## config.mk

```make
export PLATFORM = sky130hd
export DESIGN_NAME = crc_framed_sample_deframer
export DESIGN_NICKNAME = d
export VERILOG_FILES = /design/src/sv/dfr_pkg.sv /design/src/sv/dfr_front.sv /design/src/sv/dfr_queue.sv /design/src/sv/dfr_back.sv /design/src/sv/crc_framed_sample_deframer.sv
export SDC_FILE = /design/constraint.sdc
export NUM_CORES = 1
export LEC_CHECK = 0
export ABC_AREA = 0
export BUFFER_PORTS_ARGS = -buffer_cell sky130_fd_sc_hd__buf_2
export CORE_ASPECT_RATIO = 0.5
export CORE_MARGIN = 4
export CORE_UTILIZATION = 66
export CTS_BUF_LIST = sky130_fd_sc_hd__clkbuf_8
export CTS_CLUSTER_SIZE = 24
export DETAILED_ROUTE_END_ITERATION = 7
export PLACE_DENSITY = 0.95
export RECOVER_POWER = 25
export SYNTH_ARGS = -nofsm -noshare
export SYNTH_HDL_FRONTEND = slang
export SYNTH_SLANG_ARGS = --single-unit
```

## constraint.sdc

```tcl
create_clock -name aclk -period 14.4 [get_ports aclk]
set_clock_uncertainty 0.2 [all_clocks]
set_input_delay 0.72 -clock aclk [delete_from_list [all_inputs] [get_ports aclk]]
set_output_delay 0.72 -clock aclk [all_outputs]
set_load 0.01 [all_outputs]
```

## src/sv/dfr_pkg.sv

```systemverilog
// Shared types, constants and CRC function for the framed sample deframer.
package dfr_pkg;

    localparam int PAYLOAD_BYTES = 16;
    localparam int PAYLOAD_W     = PAYLOAD_BYTES * 8;
    localparam int IDX_W         = $clog2(PAYLOAD_BYTES);

    localparam logic [7:0]  MAGIC_FIRST_RST  = 8'h53;
    localparam logic [7:0]  MAGIC_SECOND_RST = 8'h45;
    localparam logic [7:0]  VERSION_RST      = 8'h01;
    localparam logic [15:0] CRC_INIT         = 16'hFFFF;
    localparam logic [15:0] CRC_POLY         = 16'h1021;

    localparam logic [1:0] CFG_MAGIC_FIRST  = 2'd0;
    localparam logic [1:0] CFG_MAGIC_SECOND = 2'd1;
    localparam logic [1:0] CFG_VERSION      = 2'd2;

    typedef enum logic [1:0] {
        ST_OK      = 2'd0,
        ST_CRC     = 2'd1,
        ST_VERSION = 2'd2,
        ST_LENGTH  = 2'd3
    } status_t;

    typedef enum logic [2:0] {
        PH_MAGIC0  = 3'd0,
        PH_MAGIC1  = 3'd1,
        PH_VERSION = 3'd2,
        PH_LENGTH  = 3'd3,
        PH_PAYLOAD = 3'd4,
        PH_CRC0    = 3'd5,
        PH_CRC1    = 3'd6
    } phase_t;

    typedef struct packed {
        status_t     status;
        logic [31:0] sequence_res;
        logic [31:0] time_ms;
        logic [31:0] left_bits;
        logic [31:0] right_bits;
    } frame_evt_t;

    function automatic logic [15:0] crc_add_byte(input logic [15:0] crc_in,
                                                 input logic [7:0]  data);
        logic [15:0] c;
        c = crc_in ^ {data, 8'h00};
        for (int k = 0; k < 8; k++) begin
            if (c[15]) begin
                c = {c[14:0], 1'b0} ^ CRC_POLY;
            end else begin
                c = {c[14:0], 1'b0};
            end
        end
        return c;
    endfunction

endpackage

```

## src/sv/dfr_front.sv

```systemverilog
// Front end: configuration registers, frame parser, running CRC and payload capture.
module dfr_front (
    input  logic                aclk,
    input  logic                aresetn,
    input  logic                s_valid,
    output logic                s_ready,
    input  logic [7:0]          s_rx_byte,
    input  logic                cfg_we,
    input  logic [1:0]          cfg_index,
    input  logic [7:0]          cfg_data,
    input  logic                evt_full,
    output logic                evt_push,
    output dfr_pkg::frame_evt_t evt_data
);

    dfr_pkg::phase_t                 phase_reg, phase_next;
    logic [7:0]                      magic_first_reg, magic_second_reg, version_reg;
    logic [15:0]                     crc_reg, crc_next;
    logic [7:0]                      low_reg, low_next;
    logic [dfr_pkg::PAYLOAD_W-1:0]   payload_reg, payload_next;
    logic [dfr_pkg::IDX_W-1:0]       idx_reg, idx_next;
    logic                            emit_phase;
    logic                            fire;

    always_ff @(posedge aclk) begin
        if (!aresetn) begin
            phase_reg        <= dfr_pkg::PH_MAGIC0;
            magic_first_reg  <= dfr_pkg::MAGIC_FIRST_RST;
            magic_second_reg <= dfr_pkg::MAGIC_SECOND_RST;
            version_reg      <= dfr_pkg::VERSION_RST;
        end else begin
            phase_reg <= phase_next;
            if (cfg_we) begin
                unique case (cfg_index)
                    dfr_pkg::CFG_MAGIC_FIRST:  magic_first_reg  <= cfg_data;
                    dfr_pkg::CFG_MAGIC_SECOND: magic_second_reg <= cfg_data;
                    dfr_pkg::CFG_VERSION:      version_reg      <= cfg_data;
                    default: ;
                endcase
            end
        end
    end

    always_ff @(posedge aclk) begin
        crc_reg     <= crc_next;
        low_reg     <= low_next;
        payload_reg <= payload_next;
        idx_reg     <= idx_next;
    end

    always_comb begin
        emit_phase = (phase_reg == dfr_pkg::PH_VERSION) ||
                     (phase_reg == dfr_pkg::PH_LENGTH)  ||
                     (phase_reg == dfr_pkg::PH_CRC1);
        s_ready    = !emit_phase || !evt_full;
        fire       = s_valid && s_ready;

        phase_next   = phase_reg;
        crc_next     = crc_reg;
        low_next     = low_reg;
        payload_next = payload_reg;
        idx_next     = idx_reg;
        evt_push     = 1'b0;
        evt_data     = '0;
        evt_data.status = dfr_pkg::ST_OK;

        if (fire) begin
            unique case (phase_reg)
                dfr_pkg::PH_MAGIC1: begin
                    phase_next = (s_rx_byte == magic_second_reg) ? dfr_pkg::PH_VERSION
                                                                 : dfr_pkg::PH_MAGIC0;
                end
                dfr_pkg::PH_VERSION: begin
                    if (s_rx_byte != version_reg) begin
                        evt_push        = 1'b1;
                        evt_data.status = dfr_pkg::ST_VERSION;
                        phase_next      = dfr_pkg::PH_MAGIC0;
                    end else begin
                        crc_next   = dfr_pkg::crc_add_byte(dfr_pkg::CRC_INIT, s_rx_byte);
                        phase_next = dfr_pkg::PH_LENGTH;
                    end
                end
                dfr_pkg::PH_LENGTH: begin
                    if (s_rx_byte != 8'(dfr_pkg::PAYLOAD_BYTES)) begin
                        evt_push        = 1'b1;
                        evt_data.status = dfr_pkg::ST_LENGTH;
                        phase_next      = dfr_pkg::PH_MAGIC0;
                    end else begin
                        crc_next   = dfr_pkg::crc_add_byte(crc_reg, s_rx_byte);
                        idx_next   = '0;
                        phase_next = dfr_pkg::PH_PAYLOAD;
                    end
                end
                dfr_pkg::PH_PAYLOAD: begin
                    payload_next = {s_rx_byte, payload_reg[dfr_pkg::PAYLOAD_W-1:8]};
                    crc_next     = dfr_pkg::crc_add_byte(crc_reg, s_rx_byte);
                    idx_next     = idx_reg + 1'b1;
                    if (idx_reg == dfr_pkg::IDX_W'(dfr_pkg::PAYLOAD_BYTES - 1)) begin
                        phase_next = dfr_pkg::PH_CRC0;
                    end
                end
                dfr_pkg::PH_CRC0: begin
                    low_next   = s_rx_byte;
                    phase_next = dfr_pkg::PH_CRC1;
                end
                dfr_pkg::PH_CRC1: begin
                    evt_push   = 1'b1;
                    phase_next = dfr_pkg::PH_MAGIC0;
                    if ({s_rx_byte, low_reg} == crc_reg) begin
                        evt_data.status       = dfr_pkg::ST_OK;
                        evt_data.sequence_res = payload_reg[31:0];
                        evt_data.time_ms      = payload_reg[63:32];
                        evt_data.left_bits    = payload_reg[95:64];
                        evt_data.right_bits   = payload_reg[127:96];
                    end else begin
                        evt_data.status = dfr_pkg::ST_CRC;
                    end
                end
                default: begin
                    phase_next = (s_rx_byte == magic_first_reg) ? dfr_pkg::PH_MAGIC1
                                                                : dfr_pkg::PH_MAGIC0;
                end
            endcase
        end
    end

endmodule

```

## src/sv/dfr_queue.sv

```systemverilog
// Short first-in first-out queue of frame events between front and back.
module dfr_queue #(
    parameter int DEPTH = 2
) (
    input  logic                aclk,
    input  logic                aresetn,
    input  logic                push,
    input  dfr_pkg::frame_evt_t push_data,
    output logic                full,
    input  logic                pop,
    output dfr_pkg::frame_evt_t pop_data,
    output logic                empty
);

    localparam int PTR_W = (DEPTH > 1) ? $clog2(DEPTH) : 1;
    localparam int CNT_W = $clog2(DEPTH + 1);

    dfr_pkg::frame_evt_t mem_reg [DEPTH];
    logic [PTR_W-1:0]    wr_ptr_reg, rd_ptr_reg;
    logic [CNT_W-1:0]    count_reg;
    logic                do_push, do_pop;

    assign full     = (count_reg == CNT_W'(DEPTH));
    assign empty    = (count_reg == '0);
    assign do_push  = push && !full;
    assign do_pop   = pop && !empty;
    assign pop_data = mem_reg[rd_ptr_reg];

    always_ff @(posedge aclk) begin
        if (!aresetn) begin
            wr_ptr_reg <= '0;
            rd_ptr_reg <= '0;
            count_reg  <= '0;
        end else begin
            if (do_push) begin
                wr_ptr_reg <= (wr_ptr_reg == PTR_W'(DEPTH - 1)) ? '0 : wr_ptr_reg + 1'b1;
            end
            if (do_pop) begin
                rd_ptr_reg <= (rd_ptr_reg == PTR_W'(DEPTH - 1)) ? '0 : rd_ptr_reg + 1'b1;
            end
            if (do_push && !do_pop) begin
                count_reg <= count_reg + 1'b1;
            end else if (do_pop && !do_push) begin
                count_reg <= count_reg - 1'b1;
            end
        end
    end

    always_ff @(posedge aclk) begin
        if (do_push) begin
            mem_reg[wr_ptr_reg] <= push_data;
        end
    end

endmodule

```

## src/sv/dfr_back.sv

```systemverilog
// Back end: frame counters, time scaling and the registered result beat.
module dfr_back (
    input  logic                aclk,
    input  logic                aresetn,
    input  logic                evt_empty,
    input  dfr_pkg::frame_evt_t evt_data,
    output logic                evt_pop,
    output logic                m_valid,
    input  logic                m_ready,
    output logic [1:0]          m_status,
    output logic [31:0]         m_sequence_res,
    output logic [31:0]         m_time_ms,
    output logic [41:0]         m_time_us,
    output logic [31:0]         m_left_bits,
    output logic [31:0]         m_right_bits,
    output logic [31:0]         m_good_count,
    output logic [31:0]         m_crc_error_count,
    output logic [31:0]         m_parse_error_count
);

    logic        m_valid_reg;
    logic [31:0] good_reg, good_next;
    logic [31:0] crc_bad_reg, crc_bad_next;
    logic [31:0] parse_bad_reg, parse_bad_next;
    logic [1:0]  status_reg;
    logic [31:0] seq_reg, tms_reg, left_reg, right_reg;
    logic [41:0] tus_reg, tus_next;

    assign evt_pop = !evt_empty && (!m_valid_reg || m_ready);

    always_comb begin
        good_next      = good_reg;
        crc_bad_next   = crc_bad_reg;
        parse_bad_next = parse_bad_reg;
        case (evt_data.status)
            dfr_pkg::ST_OK:  good_next    = good_reg + 32'd1;
            dfr_pkg::ST_CRC: crc_bad_next = crc_bad_reg + 32'd1;
            default:         parse_bad_next = parse_bad_reg + 32'd1;
        endcase
        // The product by 1000 is formed as 1024 - 16 - 8 times the value.
        tus_next = {evt_data.time_ms, 10'b0}
                 - {6'b0, evt_data.time_ms, 4'b0}
                 - {7'b0, evt_data.time_ms, 3'b0};
    end

    always_ff @(posedge aclk) begin
        if (!aresetn) begin
            m_valid_reg   <= 1'b0;
            good_reg      <= '0;
            crc_bad_reg   <= '0;
            parse_bad_reg <= '0;
        end else begin
            if (evt_pop) begin
                m_valid_reg   <= 1'b1;
                good_reg      <= good_next;
                crc_bad_reg   <= crc_bad_next;
                parse_bad_reg <= parse_bad_next;
            end else if (m_ready) begin
                m_valid_reg <= 1'b0;
            end
        end
    end

    always_ff @(posedge aclk) begin
        if (evt_pop) begin
            status_reg <= evt_data.status;
            seq_reg    <= evt_data.sequence_res;
            tms_reg    <= evt_data.time_ms;
            tus_reg    <= tus_next;
            left_reg   <= evt_data.left_bits;
            right_reg  <= evt_data.right_bits;
        end
    end

    assign m_valid             = m_valid_reg;
    assign m_status            = status_reg;
    assign m_sequence_res      = seq_reg;
    assign m_time_ms           = tms_reg;
    assign m_time_us           = tus_reg;
    assign m_left_bits         = left_reg;
    assign m_right_bits        = right_reg;
    assign m_good_count        = good_reg;
    assign m_crc_error_count   = crc_bad_reg;
    assign m_parse_error_count = parse_bad_reg;

endmodule

```

## src/sv/crc_framed_sample_deframer.sv

```systemverilog
// Top level of the CRC framed sample deframer: parser front, event queue, result back.
// Throughput: one byte per cycle; a byte that can close a frame waits only while the queue is full.
// A status result is queued, then popped into the registered m_valid output beat.
// The queue depth sets how many results may wait behind a stalled output beat.
// Reset (aresetn low, synchronous) restores the sync and version registers, hunting and counters.
module crc_framed_sample_deframer #(
    parameter int QUEUE_DEPTH = 2
) (
    input  logic        aclk,
    input  logic        aresetn,
    input  logic        s_valid,
    output logic        s_ready,
    input  logic [7:0]  s_rx_byte,
    input  logic        cfg_we,
    input  logic [1:0]  cfg_index,
    input  logic [7:0]  cfg_data,
    output logic        m_valid,
    input  logic        m_ready,
    output logic [1:0]  m_status,
    output logic [31:0] m_sequence_res,
    output logic [31:0] m_time_ms,
    output logic [41:0] m_time_us,
    output logic [31:0] m_left_bits,
    output logic [31:0] m_right_bits,
    output logic [31:0] m_good_count,
    output logic [31:0] m_crc_error_count,
    output logic [31:0] m_parse_error_count
);

    dfr_pkg::frame_evt_t push_data, pop_data;
    logic                push, pop, full, empty;

    dfr_front u_front (
        .aclk      (aclk),
        .aresetn   (aresetn),
        .s_valid   (s_valid),
        .s_ready   (s_ready),
        .s_rx_byte (s_rx_byte),
        .cfg_we    (cfg_we),
        .cfg_index (cfg_index),
        .cfg_data  (cfg_data),
        .evt_full  (full),
        .evt_push  (push),
        .evt_data  (push_data)
    );

    dfr_queue #(
        .DEPTH (QUEUE_DEPTH)
    ) u_queue (
        .aclk      (aclk),
        .aresetn   (aresetn),
        .push      (push),
        .push_data (push_data),
        .full      (full),
        .pop       (pop),
        .pop_data  (pop_data),
        .empty     (empty)
    );

    dfr_back u_back (
        .aclk                (aclk),
        .aresetn             (aresetn),
        .evt_empty           (empty),
        .evt_data            (pop_data),
        .evt_pop             (pop),
        .m_valid             (m_valid),
        .m_ready             (m_ready),
        .m_status            (m_status),
        .m_sequence_res      (m_sequence_res),
        .m_time_ms           (m_time_ms),
        .m_time_us           (m_time_us),
        .m_left_bits         (m_left_bits),
        .m_right_bits        (m_right_bits),
        .m_good_count        (m_good_count),
        .m_crc_error_count   (m_crc_error_count),
        .m_parse_error_count (m_parse_error_count)
    );

endmodule
```

==> results.toml <==
[timing]
final_period_minus_worst_setup_slack_ns = 5.95
maxSlewHeadroom_pct = -173
rsz0062_at_grt = "false"
final-max-slew-violation-count = 133
report.final.hold_viol_count = 0
setup_viol = 0
worst-slew-pin-transition_ns = 4.10
max_freq_mhz = 168
fin_ws_ns = 8.45
final_min_period_over_clock_period_pct = 41.3
tns_ns = 0

[placement]
pre_cts_ws_ns = 9.55
portBuffers = 289
detailedPlacementHpwl_um = 42800
finalWeightedCongestion = 0.909

[routing]
number_of_optimization_iterations_in_the_first_detailed_route_pass = 5
routed_wirelength_um = 68100
first_iter_violations = 1768
num_vias = 18200
detail-route-antenna-nets = 0
post_route_drc = 0
topRoutingLayerUsed = "met4"
detail_route.wl_per_cell_um = 22.3
routed_via_density = 5.96
drt-met1-wl_um = 25200
wl_met2_um = 35000
dr_wl_met3_um = 4370

[floorplan]
core.rowCount = 54
chipWidth_um = 308
dieArea_um2 = 48600
effective_utilization_at_floorplan_pct = 67.4
design.core.area_um2 = 44000
die_height_um = 158
io-pin-count = 293

[synthesis]
synthMuxAreaShare_pct = 5.94
synthesized_area_fraction_occupied_by_ao_oa_aoi_and_oai_cells_pct = 3.92
ys_seq_area_share_pct = 67.8
ys_types = 64
top_cells_by_area_synth = "sky130_fd_sc_hd__edfxtp_1 59%, sky130_fd_sc_hd__dfxtp_1 8.7%, sky130_fd_sc_hd__mux2_2 3.7%"
adder_and_majority_cell_fraction_of_the_synthesized_area_pct = 3.92
yosys_register_bits = 712
avgSynthCellArea_um2 = 14.2
synth.cell_area_um2 = 29700
synth-simple-area-share_pct = 10.6
combinational_family_with_the_most_area_after_synthesis = "simple AND/OR/NAND/NOR gates"
post-synth-top-area-fraction_pct = 59.0
synth_xor_xnor_area_share_pct = 5.82
asyncSetResetFlopFracSynth_pct = 0
synth_flop_cell = "sky130_fd_sc_hd__edfxtp_1"
count_of_flip_flops_with_a_built_in_enable_after_synthesis = 583
synth-warning-count = 0
yosysTopAreaCell = "sky130_fd_sc_hd__edfxtp_1"
post_synth_inst_count = 2083

[final_layout]
most_common_cell_after_layout_fill_and_taps_aside = "sky130_fd_sc_hd__edfxtp_1"
antenna-diode-count = 0
layout.cells.most_common_list = "583 x sky130_fd_sc_hd__edfxtp_1, 178 x sky130_fd_sc_hd__clkbuf_1, 146 x sky130_fd_sc_hd__nor2_1"
area.growth.synth_to_final_pct = 11.9
final_layout_size_suffix_gt1_share_pct = 15.2
finish.net_count = 2501
largest_register_ffs = 260

[global_routing]
grt_pass1_vias = 18700
grt_pass1_wl_um = 106000
groute.usage.overall_pct = 28.1
grt_max_degree = 170
grt_total_ovfl = 0
number_of_antenna_violations_at_the_first_check_in_global_routing = 0

[power_and_ir_drop]
p_comb_share_pct = 46.7
power.share.clock_pct = 18.1
power.density_cell_area_nw_per_um2 = 244
seqPwrFrac_pct = 35.3
p_int_mw = 4.84
total_power_mw = 8.11
power.static_leakage_nw = 12.1
power_switching_mw = 3.27
irDropWorstVdd_mv = 0.187
switching_share_pct = 40.3

[cts]
buffer_count_from_post_cts_setup_fixing = 0
cts_inserted_buffers = 93
tritoncts_clock_tree = "done"
total_of_cells_resized_after_clock_tree_synthesis = 0
cts.reportedPaths.clkPinSlew_ns = 0.07
insertion_delay_ns = 0.66
cts_hold_repair.buffers = 0
clock_sink_count = 712
cts_htree_levels = 3
clk_path_buf_depth = 3
cts-root-buf = "sky130_fd_sc_hd__clkbuf_8"

[critical_path]
cp_top_delay_family = "flip-flops"
timing_worst_setup_path_type = "flop to flop"
critPathBufInv = 2
regToRegSetupSlack_ns = 8.45
cp_data_required_time_ns = 14.67
cp-end-kind = "flop"
worstSetupStartpointType = "flop"
critical_path.cell_chain = "buf_4 > mux2i_1 > inv_1 > fa_1 > ha_1 > nand2_1 > nor2_1 > o2111ai_1 > a2111oi_0 > nor3_1 > a311oi_1"
worst-path-max-fanout = 37
critPathSlowestCell = "sky130_fd_sc_hd__dfxtp_1"
worst_path_largest_cell_delay_ns = 1.69
arrival_ns = 6.22

[status]
failed_checks = "capacitance limit, slew limit"
result_of_the_run = "finished with violations"

[flow_run]
cap_viol_max_count = 2

[hold_path]
hold_path_class = "input port to flop"
cells in the mapped netlist (3+ instances only):
| library cell | instances |
|---|---|
| sky130_fd_sc_hd__nand3b_1 | 3 |
| sky130_fd_sc_hd__nor2b_1 | 5 |
| sky130_fd_sc_hd__a21o_1 | 10 |
| sky130_fd_sc_hd__a221oi_1 | 3 |
| sky130_fd_sc_hd__nor2_1 | 148 |
| sky130_fd_sc_hd__buf_4 | 5 |
| sky130_fd_sc_hd__mux2i_1 | 63 |
| sky130_fd_sc_hd__fa_1 | 25 |
| sky130_fd_sc_hd__a21oi_1 | 71 |
| sky130_fd_sc_hd__o21ai_0 | 43 |
| sky130_fd_sc_hd__clkbuf_1 | 58 |
| sky130_fd_sc_hd__and2_1 | 139 |
| sky130_fd_sc_hd__o2111ai_1 | 5 |
| sky130_fd_sc_hd__ha_1 | 53 |
| sky130_fd_sc_hd__dfxtp_1 | 129 |
| sky130_fd_sc_hd__edfxtp_1 | 583 |
| sky130_fd_sc_hd__nand4_1 | 44 |
| sky130_fd_sc_hd__nand2b_1 | 7 |
| sky130_fd_sc_hd__o31ai_1 | 4 |
| sky130_fd_sc_hd__buf_1 | 12 |
| sky130_fd_sc_hd__nor4_1 | 11 |
| sky130_fd_sc_hd__a311oi_1 | 5 |
| sky130_fd_sc_hd__or2_2 | 4 |
| sky130_fd_sc_hd__xnor2_1 | 105 |
| sky130_fd_sc_hd__o211ai_1 | 7 |
| sky130_fd_sc_hd__or3_1 | 16 |
| sky130_fd_sc_hd__a211oi_1 | 3 |
| sky130_fd_sc_hd__and3_1 | 17 |
| sky130_fd_sc_hd__nand2_1 | 106 |
| sky130_fd_sc_hd__nor3_2 | 12 |
| sky130_fd_sc_hd__o21bai_1 | 5 |
| sky130_fd_sc_hd__nor3_1 | 16 |
| sky130_fd_sc_hd__mux2_2 | 97 |
| sky130_fd_sc_hd__o221ai_1 | 4 |
| sky130_fd_sc_hd__a31oi_1 | 4 |
| sky130_fd_sc_hd__a22oi_1 | 3 |
| sky130_fd_sc_hd__and4_1 | 15 |
| sky130_fd_sc_hd__nand3_1 | 44 |
| sky130_fd_sc_hd__inv_1 | 61 |
| sky130_fd_sc_hd__xor2_1 | 92 |
| sky130_fd_sc_hd__a211o_1 | 3 |
| sky130_fd_sc_hd__o311ai_0 | 3 |
| sky130_fd_sc_hd__buf_2 | 9 |
area by class of cell:
cell class	count	area, um2
Sequential cell	712	20100
Fill cell	2489	10800
Multi-Input combinational cell	1224	9000
Clock buffer	101	1390
Timing Repair Buffer	306	1350
Tap cell	588	736
Clock inverter	66	388
Inverter	63	238
through the flow:
stage | area, um2 | utilization, % | hold slack (ns) | cells
after floorplan | 29700 | - | 0.217 | 2085
after global placement | 31600 | 72.0 | 0.220 | 2893
after detailed placement | 31600 | 72.0 | 0.226 | 2893
after CTS | 33400 | 76.0 | 0.0778 | 3060
after global routing | 33200 | 75.5 | 0.107 | 3060
final | 33200 | 75.5 | 0.138 | 3060
power groups by stage:
| stage | registers [mW] | logic [mW] | clock network [mW] |
|---|---|---|---|
| finish | 2.86 | 3.78 | 1.47 |
| global route | 2.87 | 4.12 | 1.59 |
| CTS | 2.86 | 3.77 | 1.49 |
| detailed placement | 2.89 | 3.71 | 0 |
| global placement | 2.89 | 3.68 | 0 |
| floorplan | 3.03 | 2.55 | 0 |
worst register-to-register path, stage by stage (launching register included):
cell	delay (ns)
sky130_fd_sc_hd__dfxtp_1	1.69
sky130_fd_sc_hd__buf_4	0.71
sky130_fd_sc_hd__mux2i_1	0.44
sky130_fd_sc_hd__inv_1	0.14
sky130_fd_sc_hd__fa_1	0.46
sky130_fd_sc_hd__ha_1	0.38
sky130_fd_sc_hd__nand2_1	0.13
sky130_fd_sc_hd__nor2_1	0.23
sky130_fd_sc_hd__o2111ai_1	0.29
sky130_fd_sc_hd__a2111oi_0	0.69
sky130_fd_sc_hd__nor3_1	0.09
sky130_fd_sc_hd__a311oi_1	0.31
path summary, 6_finish.rpt:
kind | start | depth (start not counted) | endpoint
setup / recovery | flop | 11 | u_back.m_time_us[41]
hold / removal | cfg_data[6] | 3 | u_front.magic_second_reg[6]
setup reg to reg | flop | 11 | u_back.m_time_us[41]
hold reg to reg | u_front.payload_reg[112] | 0 | u_front.payload_reg[104]
metal layers:
metal	vias to the layer above	global-route usage, %
met4	0	14.4
met5	-	0
met2	867	49.6
li1	8191	-
met3	237	4.71
met1	8949	34.0
cells by family after synthesis:
| logic type | Yosys count |
|---|---|
| buf+inv | 149 |
| xor+xnor | 197 |
| fa+ha+maj | 78 |
| flops | 712 |
| other cells | 1 |
| compound gates | 188 |
| simple gates | 596 |
| mux | 162 |
(Power assumes the default switching activity.)
